--- src/design/mfc_pkg.sv ---
// ----------------------------------------------------------------------------
// Modem frame classifier package
// Shared types and constants for the reply-frame deframer and its top level.
// ----------------------------------------------------------------------------
`timescale 1ns / 1ps

package mfc_pkg;

   // Frame lengths in bytes, counted from the first byte of the start word.
   localparam logic [7:0] LONG_FRAME_BYTES  = 8'd105;
   localparam logic [7:0] SHORT_FRAME_BYTES = 8'd10;

   // Byte positions within a frame that carry meaning.
   localparam logic [6:0] POS_FORM_BYTE   = 7'd4;
   localparam logic [6:0] POS_LAST_DIGIT  = 7'd8;
   localparam logic [6:0] POS_BYTE_NINE   = 7'd9;
   localparam logic [6:0] POS_END_FLAG    = 7'd50;
   localparam logic [6:0] POS_HEADER_MARK = 7'd104;

   // Start word and type digit strings.
   localparam logic [31:0] START_WORD    = 32'h4845_4144;  // "HEAD"
   localparam logic [31:0] DIGITS_DATA   = 32'h3030_3031;  // "0001"
   localparam logic [31:0] DIGITS_QUERY  = 32'h3939_3030;  // "9900"
   localparam logic [31:0] DIGITS_CONFIG = 32'h3930_3031;  // "9001"
   localparam logic [31:0] DIGITS_SPACE  = 32'h3930_3131;  // "9011"

   localparam logic [7:0] FORM_LONG    = 8'h58;  // 'X'
   localparam logic [7:0] FORM_SHORT   = 8'h59;  // 'Y'
   localparam logic [7:0] HEADER_VALUE = 8'h01;
   localparam int unsigned END_FLAG_BIT = 6;

   typedef enum logic [2:0] {
      FT_HEADER  = 3'd0,
      FT_DATA    = 3'd1,
      FT_QUERY   = 3'd2,
      FT_CONFIG  = 3'd3,
      FT_SPACE   = 3'd4,
      FT_UNKNOWN = 3'd5
   } frame_kind_type;

   typedef struct packed {
      frame_kind_type frame_type;
      logic           long_frame;
      logic [7:0]     byte_nine;
      logic           end_of_transmission;
   } result_type;

endpackage

--- src/design/mfc_deframer.sv ---
// ----------------------------------------------------------------------------
// Modem frame deframer
// Tracks the byte position in a reply frame, keeps the start word, type
// digits, byte nine and the flags, and classifies the frame on its last byte or reports a bad start on the form byte.
// ----------------------------------------------------------------------------
`timescale 1ns / 1ps

module mfc_deframer (
   input  logic               clock,
   input  logic               reset,
   input  logic               step_en,
   input  logic [7:0]         rx_byte,
   output logic               result_valid,
   output mfc_pkg::result_type result
);

   logic [6:0]  pos_ff,    pos_in;
   logic [31:0] start_ff,  start_in;
   logic [31:0] digits_ff, digits_in;
   logic [7:0]  nine_ff,   nine_in;
   logic        long_ff,   long_in;
   logic        eot_ff,    eot_in;
   logic        hdr_ff,    hdr_in;

   logic        first;
   logic [31:0] start_base, digits_base;
   logic [7:0]  nine_base;
   logic        long_base, eot_base, hdr_base;
   logic [7:0]  pos_next;
   logic [7:0]  frame_len;

   always_comb begin
      first       = (pos_ff == 7'd0);
      // Byte 0 of every frame starts from cleared values.
      start_base  = first ? 32'd0 : start_ff;
      digits_base = first ? 32'd0 : digits_ff;
      nine_base   = first ? 8'd0  : nine_ff;
      long_base   = first ? 1'b0  : long_ff;
      eot_base    = first ? 1'b0  : eot_ff;
      hdr_base    = first ? 1'b0  : hdr_ff;

      start_in  = start_base;
      digits_in = digits_base;
      nine_in   = nine_base;
      long_in   = long_base;
      eot_in    = eot_base;
      hdr_in    = hdr_base;
      pos_in    = pos_ff;
      pos_next  = {1'b0, pos_ff} + 8'd1;
      frame_len = long_base ? mfc_pkg::LONG_FRAME_BYTES : mfc_pkg::SHORT_FRAME_BYTES;

      result_valid               = 1'b0;
      result.frame_type          = mfc_pkg::FT_UNKNOWN;
      result.long_frame          = 1'b0;
      result.byte_nine           = 8'd0;
      result.end_of_transmission = 1'b0;

      priority if (pos_ff < mfc_pkg::POS_FORM_BYTE) begin
         start_in = {start_base[23:0], rx_byte};
         pos_in   = pos_next[6:0];
      end else if (pos_ff == mfc_pkg::POS_FORM_BYTE) begin
         if (start_base != mfc_pkg::START_WORD ||
             (rx_byte != mfc_pkg::FORM_LONG && rx_byte != mfc_pkg::FORM_SHORT)) begin
            // A bad start is reported straight away and the search restarts.
            result_valid = 1'b1;
            pos_in       = 7'd0;
         end else begin
            long_in = (rx_byte == mfc_pkg::FORM_LONG);
            pos_in  = pos_next[6:0];
         end
      end else begin
         if (pos_ff <= mfc_pkg::POS_LAST_DIGIT) begin
            digits_in = {digits_base[23:0], rx_byte};
         end
         if (pos_ff == mfc_pkg::POS_BYTE_NINE) begin
            nine_in = rx_byte;
         end
         if (long_base && pos_ff == mfc_pkg::POS_END_FLAG) begin
            eot_in = rx_byte[mfc_pkg::END_FLAG_BIT];
         end
         if (long_base && pos_ff == mfc_pkg::POS_HEADER_MARK) begin
            hdr_in = (rx_byte == mfc_pkg::HEADER_VALUE);
         end

         if (pos_next < frame_len) begin
            pos_in = pos_next[6:0];
         end else begin
            // Last byte: classify from the values including this byte.
            result_valid      = 1'b1;
            pos_in            = 7'd0;
            result.long_frame = long_base;
            result.byte_nine  = nine_in;
            priority if (digits_in == mfc_pkg::DIGITS_DATA) begin
               if (long_base && hdr_in) begin
                  result.frame_type = mfc_pkg::FT_HEADER;
               end else begin
                  result.frame_type          = mfc_pkg::FT_DATA;
                  result.end_of_transmission = long_base & eot_in;
               end
            end else if (digits_in == mfc_pkg::DIGITS_QUERY) begin
               result.frame_type = mfc_pkg::FT_QUERY;
            end else if (digits_in == mfc_pkg::DIGITS_CONFIG) begin
               result.frame_type = mfc_pkg::FT_CONFIG;
            end else if (digits_in == mfc_pkg::DIGITS_SPACE) begin
               result.frame_type = mfc_pkg::FT_SPACE;
            end else begin
               result.frame_type = mfc_pkg::FT_UNKNOWN;
            end
         end
      end
   end

   always_ff @(posedge clock) begin
      if (reset) begin
         pos_ff    <= 7'd0;
         start_ff  <= 32'd0;
         digits_ff <= 32'd0;
         nine_ff   <= 8'd0;
         long_ff   <= 1'b0;
         eot_ff    <= 1'b0;
         hdr_ff    <= 1'b0;
      end else if (step_en) begin
         pos_ff    <= pos_in;
         start_ff  <= start_in;
         digits_ff <= digits_in;
         nine_ff   <= nine_in;
         long_ff   <= long_in;
         eot_ff    <= eot_in;
         hdr_ff    <= hdr_in;
      end
   end

endmodule

--- src/design/modem_frame_classifier.sv ---
// ----------------------------------------------------------------------------
// Modem frame classifier
// Deframes modem reply frames from a received byte stream and reports the
// frame type, form, byte nine and end-of-transmission flag of each frame.
// ----------------------------------------------------------------------------
// One byte is taken per transfer and the block sustains one byte per clock
// cycle while the input side is not stalled. A byte passes through an input
// register, the deframer logic and a result register. The result is loaded
// into the result register from the byte in the input register that completes
// its frame (or the fifth byte of a bad start), and it is held until the
// result transfer. The input side keeps taking bytes while a result waits,
// and stalls only when a new result is due and the result register is still
// occupied. Nothing needs initialising after reset.
`timescale 1ns / 1ps

module modem_frame_classifier (
   input  logic       clock,
   input  logic       reset,
   input  logic       req_valid,
   output logic       req_stall,
   input  logic [7:0] req_rx_byte,
   output logic       rsp_valid,
   input  logic       rsp_stall,
   output logic [2:0] rsp_frame_type,
   output logic       rsp_long_frame,
   output logic [7:0] rsp_byte_nine,
   output logic       rsp_end_of_transmission
);

   logic               in_valid_ff, in_valid_in;
   logic [7:0]         in_byte_ff;
   logic               out_valid_ff, out_valid_in;
   mfc_pkg::result_type out_ff;

   logic               take;
   logic               out_free;
   logic               step;
   logic               load;
   logic               dfr_valid;
   mfc_pkg::result_type dfr_result;

   mfc_deframer u_deframer (
      .clock        (clock),
      .reset        (reset),
      .step_en      (step),
      .rx_byte      (in_byte_ff),
      .result_valid (dfr_valid),
      .result       (dfr_result)
   );

   always_comb begin
      out_free     = !out_valid_ff || !rsp_stall;
      // The held byte moves on unless it makes a result with nowhere to go.
      step         = in_valid_ff && (!dfr_valid || out_free);
      load         = step && dfr_valid;
      req_stall    = in_valid_ff && !step;
      take         = req_valid && !req_stall;
      in_valid_in  = take || (in_valid_ff && !step);
      out_valid_in = load || (out_valid_ff && rsp_stall);
   end

   always_ff @(posedge clock) begin
      if (reset) begin
         in_valid_ff  <= 1'b0;
         out_valid_ff <= 1'b0;
      end else begin
         in_valid_ff  <= in_valid_in;
         out_valid_ff <= out_valid_in;
      end
   end

   always_ff @(posedge clock) begin
      if (take) begin
         in_byte_ff <= req_rx_byte;
      end
      if (load) begin
         out_ff <= dfr_result;
      end
   end

   assign rsp_valid               = out_valid_ff;
   assign rsp_frame_type          = out_ff.frame_type;
   assign rsp_long_frame          = out_ff.long_frame;
   assign rsp_byte_nine           = out_ff.byte_nine;
   assign rsp_end_of_transmission = out_ff.end_of_transmission;

endmodule
--- config.mk ---
export PLATFORM = sky130hd
export DESIGN_NAME = modem_frame_classifier
export DESIGN_NICKNAME = d
export VERILOG_FILES = /design/src/design/mfc_pkg.sv /design/src/design/mfc_deframer.sv /design/src/design/modem_frame_classifier.sv
export SDC_FILE = /design/constraint.sdc
export NUM_CORES = 1
export LEC_CHECK = 0
export ABC_CLOCK_PERIOD_IN_PS = 7810
export BUFFER_PORTS_ARGS = -buffer_cell sky130_fd_sc_hd__buf_4
export CAP_MARGIN = 15
export CORE_MARGIN = 1.5
export CORE_UTILIZATION = 60
export CTS_BUF_LIST = sky130_fd_sc_hd__clkbuf_4 sky130_fd_sc_hd__clkbuf_8 sky130_fd_sc_hd__clkbuf_16
export DETAILED_ROUTE_END_ITERATION = 16
export GPL_ROUTABILITY_DRIVEN = 0
export PLACE_DENSITY = 0.76
export SETUP_SLACK_MARGIN = 0.5
export SLEW_MARGIN = 20
export SYNTH_ARGS = -nofsm -noshare
export SYNTH_HDL_FRONTEND = slang
export SYNTH_SLANG_ARGS = --single-unit
--- constraint.sdc ---
create_clock -name clock -period 7.81 [get_ports clock]
set_clock_uncertainty 0.1 [all_clocks]
set_input_delay 1.562 -clock clock [delete_from_list [all_inputs] [get_ports clock]]
set_output_delay 1.562 -clock clock [all_outputs]
set_load 0.02 [all_outputs]
==> impl_metrics.csv <==
group,metric,value,unit
clock_network,h-tree-depth,3,
synthesis,yosys.area_share.simple,19.8,%
synthesis,synth_cell_types,54,
clock_network,post-cts-setup-buffers,0,
synthesis,synth_nets,480,
synthesis,post-synth-top-count-cell,"dfxtp_1",
synthesis,synth_cells,461,
synthesis,yosysTopAreaCellShare,37.7,%
floorplan,die_w,89.2,µm
synthesis,synthAdderAreaFrac,1.96,%
grt,grt_pass1_vias,3267,
floorplan,die-area,0.00796,mm²
synthesis,synth_compound_area_share,22.0,%
worst_setup_path,required,6150,ps
timing,finalSetupTns,0,ps
pwr,p_per_area,196,mW/mm²
timing,tightestPinTransition,923,ps
timing,grt_setup_unrepaired,"no",
timing,setup_viol,0,
clock_network,clkLatencyLatePin,370,ps
clock_network,cts_resized,0,
synthesis,muxShareOfSynthArea,0.449,%
grt,grt_util_all_layers,26.3,%
grt,grt-ovfl-total,0,
routing,drtPass1Iterations,5,
routing,drt_iter0_markers,271,
timing,hold_viol,0,
synthesis,yosys_warnings,0,
synthesis,synthFlopType,"dfxtp_1",
pwr,power,0.962,mW
placed_design,port_buffers,26,
worst_setup_path,start_kind,"register",
clock_network,cts_tree,"done",
worst_setup_path,cp.arrival,4200,ps
timing,drv_slew,0,
synthesis,synth_top_family_by_area,"compound AO/OA/AOI/OAI gates",
clock_network,hold_buffers,0,
worst_setup_path,cp_slowest_cell,"or4_4",
outcome,status,"complete, no violations",
clock_network,cts_sinks,105,
clock_network,cts_made_buffers,9,
synthesis,post_synth_xor_area_fraction,0.589,%
final_layout,layout.nets,494,
routing,routed_wl,10.0,mm
timing,slew_headroom,38.3,%
worst_setup_path,critical-path-top-delay-family,"simple AND/OR/NAND/NOR gates",
grt,grt_pass1_wl,15.9,mm
worst_setup_path,path_class,"register to primary output",
synthesis,synthTopCellsByArea,"dfxtp_1 (38%), edfxtp_1 (14%), a22o_1 (6.9%)",
grt,antenna_found_initial,0,
placed_design,dp_hpwl,6.88,mm
grt,grt_max_degree,52,
worst_hold_path,hold_path.class,"register to register",
routing,vias,3687,
worst_setup_path,slowest_delay,620,ps
routing,post_drt_wl_per_cell,17.3,µm
final_layout,final_util,68.2,%
worst_setup_path,cp-end-kind,"primary output",
synthesis,ys_ff_latch,105,
final_layout,antenna_cells,0,
final_layout,multiInputGateArea,0.00201,mm²
synthesis,ys_seq_area_share,51.9,%
floorplan,num_rows,31,
clock_network,clkTransAtPathRegs,110,ps
timing,fmax,0.171,GHz
floorplan,coreArea,0.00721,mm²
worst_setup_path,cpMostUsedCell,"nand2_1",
timing,fin_crit_sh,75.0,%
pwr,peakVddDrop,0.126,mV
routing,route.detailed.drc,0,
clock_network,cts_root_buf,"clkbuf_8",
clock_network,clockBufferDepth,2,
timing,period_minus_slack,5860,ps
synthesis,synth-edff-count,21,
timing,hold-worst-slack,374,ps
synthesis,synthArstFlopShare,0,%
worst_setup_path,path_cells,"or4_4, or2_2, nand2_1, inv_1, ha_1, nor2_1, o22ai_1, a22oi_1, o41ai_1, nand2_1, a21oi_1, and2_1, buf_4",
worst_setup_path,cp_max_fo,15,
floorplan,io_pins,27,
synthesis,synthTopCellsByCount,"dfxtp_1 (84), nor2_1 (55), nand2_1 (44)",
synthesis,syn_area_per_cell,9.67,µm²
worst_setup_path,path_buf_inv,2,
routing,final_antenna_net_count,0,
synthesis,synth_area_leader_cell,"dfxtp_1",
routing,vias_per_cell,6.37,
job,drv_cap,0,
synthesis,syn_area,0.00446,mm²
final_layout,num-fill-cells,601,
floorplan,dieHeight,89.2,µm
floorplan,initial_core_util,61.8,%
final_layout,seq_area,0.00231,mm²
final_layout,area_growth_syn_to_layout,10.3,%
final_layout,drive_above_1_share,11.9,%
pwr,leakagePower,1.71,nW
-- cell usage in the layout, fill, tap and decap left out, types with 2 or more instances in the layout --
cell type	Yosys	routed
dfxtp_1	84	84
nor2_1	55	55
nand2_1	44	44
a22oi_1	35	35
a22o_1	35	35
buf_4	1	29
a21oi_1	24	24
edfxtp_1	21	21
nand3_1	15	14
o21ai_0	13	13
nor3_1	11	10
inv_1	9	9
clkbuf_8	0	9
nor4_1	8	8
nor4b_1	8	8
ha_1	7	7
nand4_1	6	6
and3_1	6	6
a31oi_1	4	4
and2_1	3	3
nor4bb_1	3	3
o31a_1	3	3
a31o_1	3	3
and4b_1	3	3
inv_12	0	3
xor2_1	2	2
or2_2	2	2
o22ai_1	2	2
o31ai_1	2	2
mux2i_1	2	2
nor3b_1	2	2
-- per-layer routing --
layer  global-route usage (%)  vias up  part of all wire, %
li1                         -     1753                    -
met1                     35.5     1793                   43
met2                     42.0      131                   49
met3                     6.56       10                  6.7
met4                     8.25        0                  1.3
met5                        0        -                    0
-- final timing paths --
path	startpoint	to	cells after the start	slack, ps
max	u_deframer.pos_ff[2]	req_stall	13	1950
min	u_deframer.hdr_ff	u_deframer.hdr_ff	2	370
max reg2reg	u_deframer.pos_ff[2]	rsp_end_of_transmission	12	3410
min reg2reg	u_deframer.hdr_ff	u_deframer.hdr_ff	2	370
-- worst min-delay path: stages (launching register included) --
cell and delay [ps]:
dfxtp_1 330, nand2_1 60, a21oi_1 50
-- state kept, by name (all words and copies together), names as in the netlist --
register,cells
u_deframer.hdr_ff,1
rsp_end_of_transmission,1
u_deframer.long_ff,1
u_deframer.start_ff,32
u_deframer.digits_ff,32
u_deframer.pos_ff,7
u_deframer.eot_ff,1
in_byte_ff,8
in_valid_ff,1
u_deframer.nine_ff,8
rsp_byte_nine,8
rsp_long_frame,1
rsp_valid,1
rsp_frame_type,3
-- cells by family after synthesis --
| family | count (synthesis) |
|---|---|
| AOI/OAI and AO/OA | 134 |
| xor gates and xnor gates | 3 |
| and+or+nand+nor | 175 |
| muxes | 2 |
| DFF | 105 |
| buffers and inverters | 35 |
| adders and majority gates | 7 |
-- final cells by class --
cell class / count / area share (%)
Sequential cell: 105 / 47.0
Multi-Input combinational cell: 321 / 40.9
Timing Repair Buffer: 29 / 4.43
Clock buffer: 9 / 2.52
Tap cell: 99 / 2.52
Clock inverter: 7 / 1.91
Inverter: 9 / 0.687
-- power by group --
group	switching, mW	internal, mW
logic	0.0306	0.0139
clock network	0.213	0.135
registers	0.0115	0.558
-- through the flow --
| stage | cells | setup slack [ps] | instance area, µm² |
|---|---|---|---|
| 2_1_floorplan | 461 | 2990 | 4460 |
| 3_3_place_gp | 563 | 2550 | 4690 |
| 3_5_place_dp | 563 | 2400 | 4690 |
| 4_1_cts | 579 | 1970 | 4910 |
| 5_1_grt | 579 | 1580 | 4920 |
| 6_report | 579 | 1950 | 4920 |
No activity file was read; power rests on OpenSTA's default activity.
